==> config.mk <==
export PLATFORM = sky130hd
export DESIGN_NAME = touch_report_packet_framer
export DESIGN_NICKNAME = d
export VERILOG_FILES = /design/src/trpf_pkg.sv /design/src/touch_report_packet_framer.sv
export SDC_FILE = /design/constraint.sdc
export NUM_CORES = 1
export LEC_CHECK = 0
export ABC_AREA = 1
export BUFFER_PORTS_ARGS = -buffer_cell sky130_fd_sc_hd__buf_2
export CORE_MARGIN = 8
export CORE_UTILIZATION = 50
export CTS_CLUSTER_SIZE = 14
export DETAILED_ROUTE_END_ITERATION = 10
export PLACE_DENSITY = 0.73
export SYNTH_ARGS = -nofsm -noshare
export SYNTH_HDL_FRONTEND = slang
export SYNTH_SLANG_ARGS = --single-unit
==> constraint.sdc <==
create_clock -name clk -period 3.6 [get_ports clk]
set_input_delay 0.36 -clock clk [delete_from_list [all_inputs] [get_ports clk]]
set_output_delay 0.36 -clock clk [all_outputs]
set_load 0.01 [all_outputs]
==> src/trpf_pkg.sv <==
package trpf_pkg;

  localparam int unsigned PktLen    = 13;
  localparam int unsigned StepW     = $clog2(PktLen);
  localparam int unsigned NumCfg    = 4;
  localparam int unsigned CfgIdxW   = $clog2(NumCfg);

  localparam logic [7:0] PAYLOAD_LEN = 8'd9;
  localparam logic [3:0] EV_MAX_PASS = 4'd8;
  localparam logic [3:0] EV_DOWN_UP  = 4'd9;
  localparam logic [7:0] EV_DOWN     = 8'd4;
  localparam logic [7:0] EV_UP       = 8'd5;

  localparam logic [7:0] SYNC_RST    = 8'd121;
  localparam logic [7:0] ADDR_RST    = 8'd106;
  localparam logic [7:0] MSGID_RST   = 8'd2;
  localparam logic [7:0] END_RST     = 8'd106;

  // Configuration register indexes.
  localparam logic [CfgIdxW-1:0] CFG_SYNC  = 2'd0;
  localparam logic [CfgIdxW-1:0] CFG_ADDR  = 2'd1;
  localparam logic [CfgIdxW-1:0] CFG_MSGID = 2'd2;
  localparam logic [CfgIdxW-1:0] CFG_END   = 2'd3;

  // Byte source selects of the control word.
  localparam logic [3:0] SRC_SYNC  = 4'd0;
  localparam logic [3:0] SRC_ADDR  = 4'd1;
  localparam logic [3:0] SRC_MSGID = 4'd2;
  localparam logic [3:0] SRC_LEN   = 4'd3;
  localparam logic [3:0] SRC_RID   = 4'd4;
  localparam logic [3:0] SRC_TYPE  = 4'd5;
  localparam logic [3:0] SRC_EVENT = 4'd6;
  localparam logic [3:0] SRC_XL    = 4'd7;
  localparam logic [3:0] SRC_XH    = 4'd8;
  localparam logic [3:0] SRC_YL    = 4'd9;
  localparam logic [3:0] SRC_YH    = 4'd10;
  localparam logic [3:0] SRC_END   = 4'd11;

  typedef struct packed {
    logic [3:0] src;  // byte source
    logic       eop;  // closing byte of a packet
    logic       fin;  // last step: jump back for a second packet or stop
  } ucode_t;

  function automatic ucode_t ucode_rom(input logic [StepW-1:0] step);
    ucode_t w;
    w = '{src: SRC_END, eop: 1'b1, fin: 1'b1};
    case (step)
      4'd0:    w = '{src: SRC_SYNC,  eop: 1'b0, fin: 1'b0};
      4'd1:    w = '{src: SRC_ADDR,  eop: 1'b0, fin: 1'b0};
      4'd2:    w = '{src: SRC_MSGID, eop: 1'b0, fin: 1'b0};
      4'd3:    w = '{src: SRC_LEN,   eop: 1'b0, fin: 1'b0};
      4'd4:    w = '{src: SRC_RID,   eop: 1'b0, fin: 1'b0};
      4'd5:    w = '{src: SRC_TYPE,  eop: 1'b0, fin: 1'b0};
      4'd6:    w = '{src: SRC_EVENT, eop: 1'b0, fin: 1'b0};
      4'd7:    w = '{src: SRC_XL,    eop: 1'b0, fin: 1'b0};
      4'd8:    w = '{src: SRC_XH,    eop: 1'b0, fin: 1'b0};
      4'd9:    w = '{src: SRC_YL,    eop: 1'b0, fin: 1'b0};
      4'd10:   w = '{src: SRC_YH,    eop: 1'b0, fin: 1'b0};
      4'd11:   w = '{src: SRC_END,   eop: 1'b0, fin: 1'b0};
      4'd12:   w = '{src: SRC_END,   eop: 1'b1, fin: 1'b1};
      default: w = '{src: SRC_END,   eop: 1'b1, fin: 1'b1};
    endcase
    return w;
  endfunction

  function automatic logic [7:0] map_type(input logic [2:0] t);
    logic [7:0] r;
    case (t)
      3'd1, 3'd2, 3'd4, 3'd5, 3'd6: r = {5'd0, t};
      default:                      r = 8'd0;
    endcase
    return r;
  endfunction

endpackage

==> src/touch_report_packet_framer.sv <==
// Touch report packet framer: each record accepted on the in_ stream becomes a 13-byte packet
// (sync, address, message id, length 9, report id, type, event, x low/high, y low/high, two end
// markers) sent one byte per transaction on the out_ stream; an event code of 9 sends two packets,
// event 4 then event 5. A small control-word table stepped by a counter picks each byte, one byte
// per cycle when the output is not stalled, into a single byte-wide output register. The framer
// takes no new record until the last byte of the current one has been loaded, and the next record
// can be accepted at the edge after the final byte has been loaded into the output register.
// out_tuser marks the 13th byte of each packet and out_tlast the final byte of a record.
module touch_report_packet_framer (
  input  logic                         clk,
  input  logic                         rst_n,
  input  logic                         in_tvalid,
  output logic                         in_tready,
  // [7:0] report_id, [15:8] status_byte, [23:16] y_low, [31:24] y_high,
  // [39:32] x_low, [47:40] x_high
  input  logic [47:0]                  in_tdata,
  output logic                         out_tvalid,
  input  logic                         out_tready,
  // [7:0] packet_byte
  output logic [7:0]                   out_tdata,
  // [0] end_of_packet
  output logic                         out_tuser,
  output logic                         out_tlast,
  input  logic                         cfg_wr_en,
  input  logic [trpf_pkg::CfgIdxW-1:0] cfg_index,
  input  logic [7:0]                   cfg_wdata
);
  import trpf_pkg::*;

  logic [7:0]       sync_r, addr_r, msgid_r, end_r;
  logic [47:0]      rec_r;
  logic             busy_r, busy_nxt;
  logic             second_r, second_nxt;
  logic [StepW-1:0] step_r, step_nxt;
  logic             ovalid_r, ovalid_nxt;
  logic [7:0]       obyte_r, obyte_nxt;
  logic             oeop_r, oeop_nxt;
  logic             olast_r, olast_nxt;

  ucode_t     uw;
  logic       advance;
  logic       split;
  logic       repeat_pkt;
  logic [3:0] code;
  logic [7:0] ev_byte;
  logic [7:0] sel_byte;

  assign in_tready  = !busy_r;
  assign out_tvalid = ovalid_r;
  assign out_tdata  = obyte_r;
  assign out_tuser  = oeop_r;
  assign out_tlast  = olast_r;

  assign uw         = ucode_rom(step_r);
  assign advance    = busy_r && (!ovalid_r || out_tready);
  assign code       = rec_r[11:8];
  assign split      = (code == EV_DOWN_UP);
  assign repeat_pkt = uw.fin && split && !second_r;

  always_comb begin
    if (split) begin
      ev_byte = second_r ? EV_UP : EV_DOWN;
    end else if (code <= EV_MAX_PASS) begin
      ev_byte = {4'd0, code};
    end else begin
      ev_byte = 8'd0;
    end
  end

  always_comb begin
    unique case (uw.src)
      SRC_SYNC:  sel_byte = sync_r;
      SRC_ADDR:  sel_byte = addr_r;
      SRC_MSGID: sel_byte = msgid_r;
      SRC_LEN:   sel_byte = PAYLOAD_LEN;
      SRC_RID:   sel_byte = rec_r[7:0];
      SRC_TYPE:  sel_byte = map_type(rec_r[14:12]);
      SRC_EVENT: sel_byte = ev_byte;
      SRC_XL:    sel_byte = rec_r[39:32];
      SRC_XH:    sel_byte = rec_r[47:40];
      SRC_YL:    sel_byte = rec_r[23:16];
      SRC_YH:    sel_byte = rec_r[31:24];
      default:   sel_byte = end_r;
    endcase
  end

  always_comb begin
    busy_nxt   = busy_r;
    second_nxt = second_r;
    step_nxt   = step_r;
    ovalid_nxt = ovalid_r;
    obyte_nxt  = obyte_r;
    oeop_nxt   = oeop_r;
    olast_nxt  = olast_r;
    if (ovalid_r && out_tready) begin
      ovalid_nxt = 1'b0;
    end
    if (in_tvalid && in_tready) begin
      busy_nxt   = 1'b1;
      second_nxt = 1'b0;
      step_nxt   = '0;
    end else if (advance) begin
      ovalid_nxt = 1'b1;
      obyte_nxt  = sel_byte;
      oeop_nxt   = uw.eop;
      olast_nxt  = uw.fin && !repeat_pkt;
      if (repeat_pkt) begin
        second_nxt = 1'b1;
        step_nxt   = '0;
      end else if (uw.fin) begin
        busy_nxt = 1'b0;
      end else begin
        step_nxt = step_r + 1'b1;
      end
    end
  end

  always_ff @(posedge clk) begin
    if (!rst_n) begin
      busy_r   <= 1'b0;
      second_r <= 1'b0;
      step_r   <= '0;
      ovalid_r <= 1'b0;
    end else begin
      busy_r   <= busy_nxt;
      second_r <= second_nxt;
      step_r   <= step_nxt;
      ovalid_r <= ovalid_nxt;
    end
  end

  always_ff @(posedge clk) begin
    obyte_r <= obyte_nxt;
    oeop_r  <= oeop_nxt;
    olast_r <= olast_nxt;
    if (in_tvalid && in_tready) begin
      rec_r <= in_tdata;
    end
  end

  always_ff @(posedge clk) begin
    if (!rst_n) begin
      sync_r  <= SYNC_RST;
      addr_r  <= ADDR_RST;
      msgid_r <= MSGID_RST;
      end_r   <= END_RST;
    end else if (cfg_wr_en) begin
      unique case (cfg_index)
        CFG_SYNC:  sync_r  <= cfg_wdata;
        CFG_ADDR:  addr_r  <= cfg_wdata;
        CFG_MSGID: msgid_r <= cfg_wdata;
        CFG_END:   end_r   <= cfg_wdata;
        default:   ;
      endcase
    end
  end

endmodule

## Yosys cells after proc, flatten, opt, wreduce, memory -nomap -nowiden

Memories as Yosys holds them, arrays and structs flattened. A register that Yosys moved wholly into a read port is not among the register bits.
Cells that the tools add are included.

- Register bits after elaboration: 97
- Bits in latches: 0
- Bits in writable memories: 0
- Memory bits (read-only): 96
- Input bits: 63
- Output and inout port bits: 12
- Word-level logic and storage cells: 79
- Memories kept: 1

Memory list:

| memory | depth | bits a word | read ports | clocked after Yosys merged registers in | wr ports | RTL line | source |
|---|---|---|---|---|---|---|---|
| (no name shown) | 16 | 6 | 1 | 1 | 0 | trpf_pkg.sv:48 | `case (step)` |

- Add/sub/neg operators: 1
- Multiply operators: 0
- Divide/modulo/power cells: 0
- $lt $le $gt $ge: 1
- Equal/unequal tests: 21
- Shift operators: 0
- Multiplexer cells: 16
- Bitwise gates (word level): 2
- Reductions and logical operators: 25

Operators with widths:

| operator | count |
|---|---|
| $pmux W8 S11 | 1 |
| $mux W4 | 6 |
| $eq A4 B3 Y1 const B | 4 |
| $eq A4 B4 Y1 const B | 4 |
| $reduce_and A2 Y1 | 7 |
| $eq A3 B3 Y1 const B | 3 |
| $eq A4 B2 Y1 const B | 2 |
| $mux W1 | 8 |
| $logic_and A1 B1 Y1 | 6 |
| $reduce_or A5 Y1 | 1 |
| $add A4 B1 Y4 const B | 1 |
| $eq A2 B2 Y1 const B | 2 |
| $eq A4 B1 Y1 const B | 1 |
| $le A4 B4 Y1 const B | 1 |
| $logic_not A1 Y1 | 4 |
| $logic_not A4 Y1 | 1 |
| $ne A2 B1 Y1 const B | 2 |
| $reduce_bool A2 Y1 | 2 |
| $eq A3 B1 Y1 const B | 1 |
| $eq A3 B2 Y1 const B | 1 |
| $mux W3 | 1 |
| $reduce_and A3 Y1 | 1 |
| $eq A2 B1 Y1 const B | 1 |
| $logic_not A2 Y1 | 1 |
| 3 further kinds | 4 |

## Longest topological paths before layout

Gate-level depths: netlist of run 1.

- Word-level depth: 7
- Depth in mapped cells: 10
- Depth with buffers taken out: 10

## Worst setup path after synthesis of run 1

OpenSTA, ideal clock, no wires.

- Path kind: input port to flip-flop
- Start: input port in_tvalid
- End: register, netlist name uw[2]
- Arrival time: 2937 ps
- Setup slack: 543 ps
- Stages on the path: 7
- Path buffers: 0
- Path through: inv_1 > nor2_1 > nor2_2 > nand3_1 > a21oi_2 > nand2_1 > nand2_1

- Longest elaborated chain between the ends: 3

RTL lines:

| what | RTL line | source |
|---|---|---|
| start, declared | touch_report_packet_framer.sv:12 | `input logic in_tvalid,` |
| $logic_and A1 B1 Y1 | touch_report_packet_framer.sv:98 | `if (in_tvalid && in_tready) begin` |
| $reduce_or A2 Y1 (no line) | - |  |
| $mux W4 (no line) | - |  |

Every way passes these cells.
A chain may end at the register's enable or synchronous reset.

## Final worst setup path of run 1

- Start: register busy_r
- End: register, netlist name uw[2]

- Longest elaborated chain between the ends: 4
- Elaborated cells on any way between the ends: 7

RTL lines:

| what | RTL line | source |
|---|---|---|
| start, declared | touch_report_packet_framer.sv:32 | `logic busy_r, busy_nxt;` |
| start signal, assigned | touch_report_packet_framer.sv:125 | `busy_r <= busy_nxt;` |
| $logic_and A1 B1 Y1 / $logic_not A1 Y1 (equally long branches) | touch_report_packet_framer.sv:55, touch_report_packet_framer.sv:48 |  |
| $reduce_and A2 Y1 (no line) / $logic_and A1 B1 Y1 (equally long branches) | - |  |
| $mux W4 (no line) / $reduce_or A2 Y1 (equally long branches) | - |  |
| $mux W4 (no line) * | - |  |

Every way passes the cells marked *; elsewhere a longest branch is shown, timed or not.

==> results.py, run 1 <==
metrics = {
    "power_and_ir_drop": {
        "sequentialPowerShare_pct": 58.1,
        "comb_power_share_pct": 7.1,
        "p_total_mw": 2.25,
        "power.internal_mw": 1.74,
        "swShare_pct": 22.7,
        "switchingPower_mw": 0.511,
        "vdd.ir_drop.worst_v": 0.000289,
        "p_clk_share_pct": 34.8,
        "power_leakage_nw": 2.04,
        "power.density_nw_per_um2": 472,
    },
    "grt": {
        "gr-total-overflow": 0,
        "antenna_found_initial": 0,
        "grt_pass1_vias": 2919,
        "grt_pass1_wl_um": 13700,
        "grt_max_degree": 47,
        "track_usage_pct": 15.1,
    },
    "detailed_routing": {
        "drc_errors": 0,
        "vias_per_cell": 4.90,
        "drt_iter0_drc": 188,
        "first_pass_iters": 4,
        "drt-total-wl_um": 8200,
        "wire_per_inst_um": 13.4,
        "vias": 3001,
        "antenna_left": 0,
    },
    "worst_setup_path": {
        "cp.required_ns": 3.85,
        "critPathKind": "flop to flop",
        "critical_path.endpoint_type": "flop",
        "start_kind": "flop",
        "cp_max_fo": 14,
        "cp_data_arrival_time_ns": 1.87,
    },
    "sta": {
        "skew_ns": 0.0102,
        "maxSlewHeadroom_pct": 61.4,
        "grt_setup_unrepaired": "no",
        "min_period_ns": 1.62,
        "holdWs_ns": 0.169,
        "worst_slew_pin_slew_ns": 0.580,
        "drv_slew": 0,
        "hold_violations": 0,
        "fin_crit_sh_pct": 45.1,
        "setup_viol": 0,
        "tns_ns": 0,
        "max_freq_ghz": 0.616,
    },
    "logic_synthesis": {
        "synth-edff-count": 57,
        "seq_area_frac_synth_pct": 63.9,
        "ys_types": 28,
        "yosysWarnings": 0,
        "synth_area_um2": 4060,
        "synth-seq-cells": 101,
        "syn_nets": 485,
        "synthArstFlopShare_pct": 0,
        "ys_dominant_reg_cell": "edfxtp_1",
        "synth_cells": 421,
        "avgSynthCellArea_um2": 9.64,
    },
    "outcome": {
        "status": "finished clean",
    },
    "clock_tree": {
        "clock_sinks": 101,
        "htree_levels": 3,
        "postCtsResizedCells": 0,
        "hold_buffers": 0,
        "clkTransAtPathRegs_ns": 0.10,
        "insertion_delay_ns": 0.36,
        "cts_setup_buffers": 0,
        "clk_path_buf_depth": 2,
        "cts_root_buf": "clkbuf_8",
        "cts_tree": "built",
        "numCtsBuffers": 9,
    },
    "floorplan": {
        "pin_count": 75,
        "die_area_um2": 11300,
        "core-area_um2": 8050,
        "dieHeight_um": 106,
        "rows": 33,
        "initial_utilization_pct": 50.4,
        "die_w_um": 106,
    },
    "place": {
        "port_buffers": 73,
        "dp.cells": 596,
        "gp_routability_congestion": 0.803,
        "dp_hpwl_um": 6200,
    },
    "final_layout": {
        "layout-drive-gt1-share_pct": 23.5,
        "layout.cells.non_filler": 612,
        "area_delta_synth_final_pct": 17.5,
        "antennaDiodeCount": 0,
        "fillers": 692,
        "multi_input_area_um2": 1260,
        "nets": 566,
        "seq_area_um2": 2590,
    },
    "min_path": {
        "hold_path_class": "primary input to flop",
    },
    "flow_run": {
        "drv_cap": 0,
    },
}
layout make-up:
class | count | share of cell area [%]
Timing Repair Buffer | 74 | 7.82
Multi-Input combinational cell | 266 | 26.5
Clock inverter | 7 | 2.05
Clock buffer | 9 | 2.60
Inverter | 50 | 3.93
Sequential cell | 101 | 54.4
Tap cell | 105 | 2.75
sequential cells by signal (all words and copies together) (netlist names):
| signal | count |
|---|---|
| rec_r | 47 |
| addr_r | 8 |
| end_r | 8 |
| msgid_r | 8 |
| out_tdata | 8 |
| sync_r | 8 |
| uw | 5 |
| step_r | 4 |
| busy_r | 1 |
| out_tlast | 1 |
| out_tuser | 1 |
| out_tvalid | 1 |
| second_r | 1 |
per-stage QoR:
stage               util [%]  cell area, um^2  setup WS, ns
global placement        56.5             4550          1.87
finish                  59.2             4770          1.98
floorplan                  -             4060         0.543
global route            59.2             4770          1.80
CTS                     59.2             4770          1.94
detailed placement      56.5             4550          1.84
cells in the final DEF (no fill, tap or decap), types with 9 or more instances in the layout:
cell type | synthesis | routed
nor2_1 | 36 | 35
dfxtp_1 | 44 | 44
nand2_1 | 120 | 120
edfxtp_1 | 57 | 57
inv_1 | 42 | 42
buf_2 | 0 | 73
clkbuf_8 | 0 | 9
o21ai_0 | 21 | 21
a21oi_1 | 20 | 20
nand3_1 | 28 | 28
nand4_1 | 9 | 9
synthesized netlist by cell type, types with 2 or more instances:
cell type / n / area, um^2
nor2_2: 8 / 50.1
clkbuf_1: 3 / 11.3
nand3_1: 28 / 140
edfxtp_1: 57 / 1710
nand3_2: 2 / 20.0
a21oi_2: 2 / 17.5
nor2_1: 36 / 135
o22ai_1: 4 / 25.0
a21oi_1: 20 / 100
nor3_4: 3 / 48.8
inv_2: 8 / 30.0
nor2_4: 2 / 22.5
o21ai_0: 21 / 105
o211ai_1: 2 / 15.0
nand4_1: 9 / 56.3
inv_1: 42 / 158
nand2_1: 120 / 450
dfxtp_1: 44 / 881
power by group through the flow:
stage | Clock (mW) | Combinational [mW] | Sequential, mW
detailed placement | 0 | 0.161 | 1.33
floorplan | 0 | 0.0842 | 1.33
global placement | 0 | 0.156 | 1.33
CTS | 0.795 | 0.162 | 1.31
finish | 0.783 | 0.160 | 1.31
global route | 0.845 | 0.179 | 1.31
worst max-delay path, stage by stage, from the launching register on:
cell     delay [ns]
dfxtp_1        0.42
nand2_1        0.14
inv_1          0.45
nand4_1        0.15
nand2_1        0.13
inv_1          0.06
nand2_1        0.10
nand2_1        0.06
path summary, 6_finish.rpt:
check / startpoint / to / slack (ns) / cells after the start
min: in_tdata[20] / rec_r[20]$_DFFE_PP_ / 0.17 / 1
max reg2reg: busy_r$_SDFFE_PN0P_ / uw[2]$_DFF_P_ / 1.98 / 7
min reg2reg: msgid_r[0]$_SDFFE_PN0P_ / msgid_r[0]$_SDFFE_PN0P_ / 0.45 / 2
max: busy_r$_SDFFE_PN0P_ / uw[2]$_DFF_P_ / 1.98 / 7
routing by layer:
layer  track usage [%]  vias up  wire length [um]
met1              20.0     1339              3870
met5                 0        -                 0
met2              23.0       98              3700
met4              6.03        0                93
li1                  -     1556                 -
met3              3.99        8               536
cell families after synthesis:
| group | Yosys count | synth area share, % |
|---|---|---|
| compound gates | 54 | 7.37 |
| fa+ha+maj | 1 | 0.308 |
| buf+inv | 54 | 5.18 |
| flops | 101 | 63.9 |
| simple gates | 211 | 23.3 |
(Power assumes the default switching activity.)
==> inputs of run 2 (changes only) <==
PLACE_DENSITY = 0.76   (was 0.73)
clock period = 1.4 ns   (was 3.6 ns; I/O delays follow)
==> run 2 against run 1 <==
Compared with the run above: utilization grew 8.7 points; cell count is 9.8% higher; combinational power rose to 3.5 times the previous value; worst setup slack got worse by 2.0 ns; maximum frequency increased by 17%; critical path type unchanged; clock power up 120%; clock-buffer cell count grew 3.
==> results.py, run 2 (synthesis results as in run 1) <==
metrics = {
    "final_layout": {
        "layout-drive-gt1-share_pct": 29.1,
        "multi_input_area_um2": 1410,
        "nets": 626,
        "regMostFlops": "rec_r",
        "antennaDiodeCount": 0,
        "layout.cells.non_filler": 672,
        "seq_area_um2": 2600,
        "area_delta_synth_final_pct": 34.7,
        "fin_util_pct": 67.9,
        "largest_register_ffs": 47,
        "final_common_cell": "nand2_1",
        "final_cell_mix": "nand2_1 (110), buf_2 (73), edfxtp_1 (57)",
        "fillers": 601,
    },
    "worst_setup_path": {
        "critical_path.endpoint_type": "flop",
        "start_kind": "flop",
        "cp.required_ns": 1.49,
        "cp_data_arrival_time_ns": 1.48,
        "critPathKind": "flop to flop",
        "cp_max_fo": 5,
        "rr_worst_depth": 7,
    },
    "sta": {
        "worst_slew_pin_slew_ns": 0.387,
        "fin_crit_sh_pct": 99.4,
        "skew_ns": 0.0171,
        "min_period_ns": 1.39,
        "max_freq_ghz": 0.719,
        "drv_slew": 0,
        "tns_ns": 0,
        "maxSlewHeadroom_pct": 74.1,
        "hold_violations": 0,
        "setup_viol": 0,
        "grt_setup_unrepaired": "yes",
        "holdWs_ns": 0.0335,
    },
    "grt": {
        "track_usage_pct": 19.0,
        "grt_max_degree": 48,
        "gr-total-overflow": 0,
        "antenna_found_initial": 0,
        "grt_pass1_wl_um": 17000,
        "grt_pass1_vias": 3556,
    },
    "floorplan": {
        "die_w_um": 106,
        "initial_utilization_pct": 50.4,
        "pin_count": 75,
        "die_area_um2": 11300,
        "rows": 33,
        "core-area_um2": 8050,
        "dieHeight_um": 106,
    },
    "power_and_ir_drop": {
        "power.density_nw_per_um2": 1040,
        "vdd.ir_drop.worst_v": 0.000585,
        "power_leakage_nw": 2.34,
        "p_total_mw": 5.66,
    },
    "detailed_routing": {
        "drt_iter0_drc": 177,
        "vias_per_cell": 5.00,
        "drt-total-wl_um": 10400,
        "drc_errors": 0,
        "first_pass_iters": 4,
        "vias": 3363,
        "wire_per_inst_um": 15.4,
        "antenna_left": 0,
    },
    "outcome": {
        "status": "finished clean",
    },
    "clock_tree": {
        "insertion_delay_ns": 0.37,
        "clock_sinks": 101,
        "numCtsBuffers": 9,
        "clkTransAtPathRegs_ns": 0.10,
        "htree_levels": 3,
        "cts_root_buf": "clkbuf_8",
        "cts_tree": "built",
        "clk_path_buf_depth": 2,
    },
    "place": {
        "dp_hpwl_um": 6690,
        "port_buffers": 73,
        "dp.cells": 611,
        "gp_routability_congestion": 0.811,
    },
    "flow_run": {
        "drv_cap": 0,
    },
    "min_path": {
        "hold_path_class": "primary input to flop",
        "min_path_cells": 4,
    },
}
-- run 2: cell count changes in the layout (fill, tap and decap cells not counted), moves of 6 or more --
cell | before | now
dlygate4sd3_1 | 0 | 47
inv_2 | 8 | 15
nand2_1 | 120 | 110
nor2_4 | 3 | 11
nor2_1 | 35 | 29
buf_4 | 1 | 11
inv_1 | 42 | 35
-- run 2: final cells by class --
| class | instances | area share [%] |
|---|---|---|
| flip-flops and latches | 101 | 47.6 |
| multi-input cells | 266 | 25.7 |
| repair buffers | 134 | 17.6 |
| inverters | 50 | 3.43 |
| clock buffers | 12 | 2.68 |
| well taps | 105 | 2.40 |
| clock inverters | 4 | 0.572 |
-- run 2: metal layers --
metal	vias up	share of wire, %	GRT usage (%)
li1	1677	-	-
met1	1547	41	21.5
met2	121	52	33.4
met3	18	6.1	5.44
met4	0	1.7	6.53
met5	-	0	0
-- run 2: worst paths after layout --
kind	slack, ns	start	end
worst min-delay path	0.03	out_tready	out_tvalid$_SDFF_PN0_
worst max-delay path	0.009	uw[4]$_SDFF_PP0_	out_tdata[3]$_DFFE_PP_
worst min register to register	0.46	msgid_r[2]$_SDFFE_PN0P_	msgid_r[2]$_SDFFE_PN0P_
worst max register to register	0.009	uw[4]$_SDFF_PP0_	out_tdata[3]$_DFFE_PP_
-- run 2: where the power goes --
group | internal, mW | switching, mW
Clock | 0.719 | 1.01
Sequential | 3.30 | 0.0644
Combinational | 0.262 | 0.304
Total | 4.28 | 1.38
-- run 2: repair_timing --
action | in CTS | in global routing
gates resized for setup | 14 | 37
hold endpoints to repair | 47 | 0
hold buffers | 47 | 0
pin swaps | 2 | 15
setup endpoints to repair | 10 | 12
buffers inserted | 0 | 1
-- run 2: through the flow --
step           setup WS (ns)  cell area, um^2
4_1_cts             -0.00163             5370
5_1_grt              -0.0513             5470
6_report             0.00874             5470
3_3_place_gp         -0.0251             4680
3_5_place_dp         -0.0633             4680
2_1_floorplan         -0.141             4080
-- run 2: critical path: stages (launching register included) --
cell and delay [ns]:
dfxtp_2 0.36, buf_4 0.12, nor2_4 0.05, buf_4 0.13
nand3_1 0.07, o21ai_1 0.07, a21oi_1 0.19, nand4_1 0.13
==> inputs of run 3 (changes only) <==
RECOVER_POWER = 100   (was not set)
==> run 3 against run 2 <==
Compared with the run above: maximum frequency shrank 0.10%; utilization is 0.078 points lower; cell area shrank 0.11%; die area is the same; clock skew is essentially flat; non-clock buffer count unchanged; flip-flop and latch count unchanged; power about the same; cell count did not move; combinational power barely moved.
==> results.py, run 3 (synthesis results as in run 1) <==
metrics = {
    "outcome": {
        "status": "finished clean",
    },
    "sta": {
        "drv_slew": 0,
        "max_freq_ghz": 0.718,
        "maxSlewHeadroom_pct": 74.1,
        "fin_crit_sh_pct": 99.5,
        "finalWorstSetupSlack_ns": 0.00733,
        "hold_violations": 0,
        "holdWs_ns": 0.0338,
        "setup_viol": 0,
        "skew_ns": 0.0171,
        "worst_slew_pin_slew_ns": 0.387,
        "tns_ns": 0,
        "min_period_ns": 1.39,
        "grt_setup_unrepaired": "yes",
    },
    "floorplan": {
        "die_area_um2": 11300,
        "dieHeight_um": 106,
        "die_w_um": 106,
        "pin_count": 75,
        "core-area_um2": 8050,
        "initial_utilization_pct": 50.4,
        "rows": 33,
    },
    "place": {
        "dp_hpwl_um": 6690,
        "dp.cells": 611,
        "dp_slack_ns": -0.0633,
        "port_buffers": 73,
        "gp_routability_congestion": 0.811,
    },
    "grt": {
        "grt_pass1_vias": 3556,
        "gr-total-overflow": 0,
        "track_usage_pct": 19.0,
        "antenna_found_initial": 0,
        "grt_pass1_wl_um": 17000,
        "grt_max_degree": 48,
    },
    "clock_tree": {
        "htree_levels": 3,
        "cts_tree": "built",
        "clock_sinks": 101,
        "clk_path_buf_depth": 2,
        "clkTransAtPathRegs_ns": 0.10,
        "numCtsBuffers": 9,
        "insertion_delay_ns": 0.37,
        "cts_root_buf": "clkbuf_8",
    },
    "worst_setup_path": {
        "path_common_cell": "buf_4",
        "path_cells": "buf_4, nor2_4, buf_4, nand3_1, o21ai_1, a21oi_1, nand4_1",
        "critPathKind": "flop to flop",
        "critical_path.endpoint_type": "flop",
        "cp_max_fo": 5,
        "cp_data_arrival_time_ns": 1.48,
        "cp_slowest_cell": "dfxtp_2",
        "cp.required_ns": 1.49,
        "cpPeakStageDelay_ns": 0.36,
        "start_kind": "flop",
    },
    "final_layout": {
        "area_delta_synth_final_pct": 34.5,
        "nets": 626,
        "layout.cells.non_filler": 672,
        "layout-drive-gt1-share_pct": 28.2,
        "fin_util_pct": 67.8,
        "largest_register_ffs": 47,
        "fillers": 602,
        "final_common_cell": "nand2_1",
        "final_cell_mix": "nand2_1 (110), buf_2 (67), edfxtp_1 (57)",
        "regMostFlops": "rec_r",
        "antennaDiodeCount": 0,
    },
    "power_and_ir_drop": {
        "power_leakage_nw": 2.33,
        "power.density_nw_per_um2": 1040,
        "vdd.ir_drop.worst_v": 0.000585,
    },
    "min_path": {
        "hold_path_class": "primary input to flop",
    },
    "detailed_routing": {
        "first_pass_iters": 4,
        "vias_per_cell": 5.00,
        "antenna_left": 0,
        "vias": 3360,
        "drt_iter0_drc": 177,
        "drc_errors": 0,
        "wire_per_inst_um": 15.5,
        "drt-total-wl_um": 10400,
    },
    "flow_run": {
        "drv_cap": 0,
    },
}
[run 3: final cells by class]
| type | instances | area (um^2) | share of cell area [%] |
|---|---|---|---|
| clock buffer | 12 | 146 | 2.68 |
| clock inverter | 4 | 31.3 | 0.573 |
| inverter | 50 | 188 | 3.44 |
| multi-input combinational | 266 | 1410 | 25.7 |
| sequential | 101 | 2600 | 47.7 |
| tap | 105 | 131 | 2.41 |
| timing repair buffer | 134 | 955 | 17.5 |
[run 3: power breakdown]
group	leakage [nW]	switching, mW	internal [mW]
clock	0.0943	1.01	0.719
combinational	1.33	0.305	0.260
sequential	0.902	0.0644	3.30
total	2.33	1.38	4.28
[run 3: what timing repair did]
| item | in CTS | in global routing |
|---|---|---|
| setup buffers | 0 | 1 |
| pin swaps | 2 | 15 |
| resized for setup | 14 | 37 |
| hold buffers | 47 | 0 |
| setup endpoints to repair | 10 | 12 |
| endpoints found under the hold margin | 47 | 0 |
[run 3: routing by layer]
layer | part of all wire [%] | vias to the layer above | GRT usage, %
met5 | 0 | - | 0
met4 | 1.7 | 0 | 6.53
met3 | 6.1 | 18 | 5.44
met2 | 52 | 119 | 33.4
met1 | 41 | 1546 | 21.5
li1 | - | 1677 | -
[run 3: worst paths after layout]
| path | from | cells after the start | endpoint | slack, ns |
|---|---|---|---|---|
| max reg2reg | uw[4]$_SDFF_PP0_ | 7 | out_tdata[3]$_DFFE_PP_ | 0.007 |
| max | uw[4]$_SDFF_PP0_ | 7 | out_tdata[3]$_DFFE_PP_ | 0.007 |
| min reg2reg | msgid_r[2]$_SDFFE_PN0P_ | 2 | msgid_r[2]$_SDFFE_PN0P_ | 0.46 |
| min | out_tready | 4 | out_tvalid$_SDFF_PN0_ | 0.03 |
[run 3: critical path: cells and delay by family (launching register included)]
kind / cells / cell delay [ns]
buf+inv: 2 / 0.25
compound gates: 2 / 0.26
flops: 1 / 0.36
simple gates: 3 / 0.25
[run 3: metrics by stage]
step                total power [mW]  area (um^2)
global route                    5.86         5460
detailed placement              3.87         4680
finish                          5.66         5460
CTS                             5.62         5370
global placement                3.85         4680
floorplan                       3.65         4080
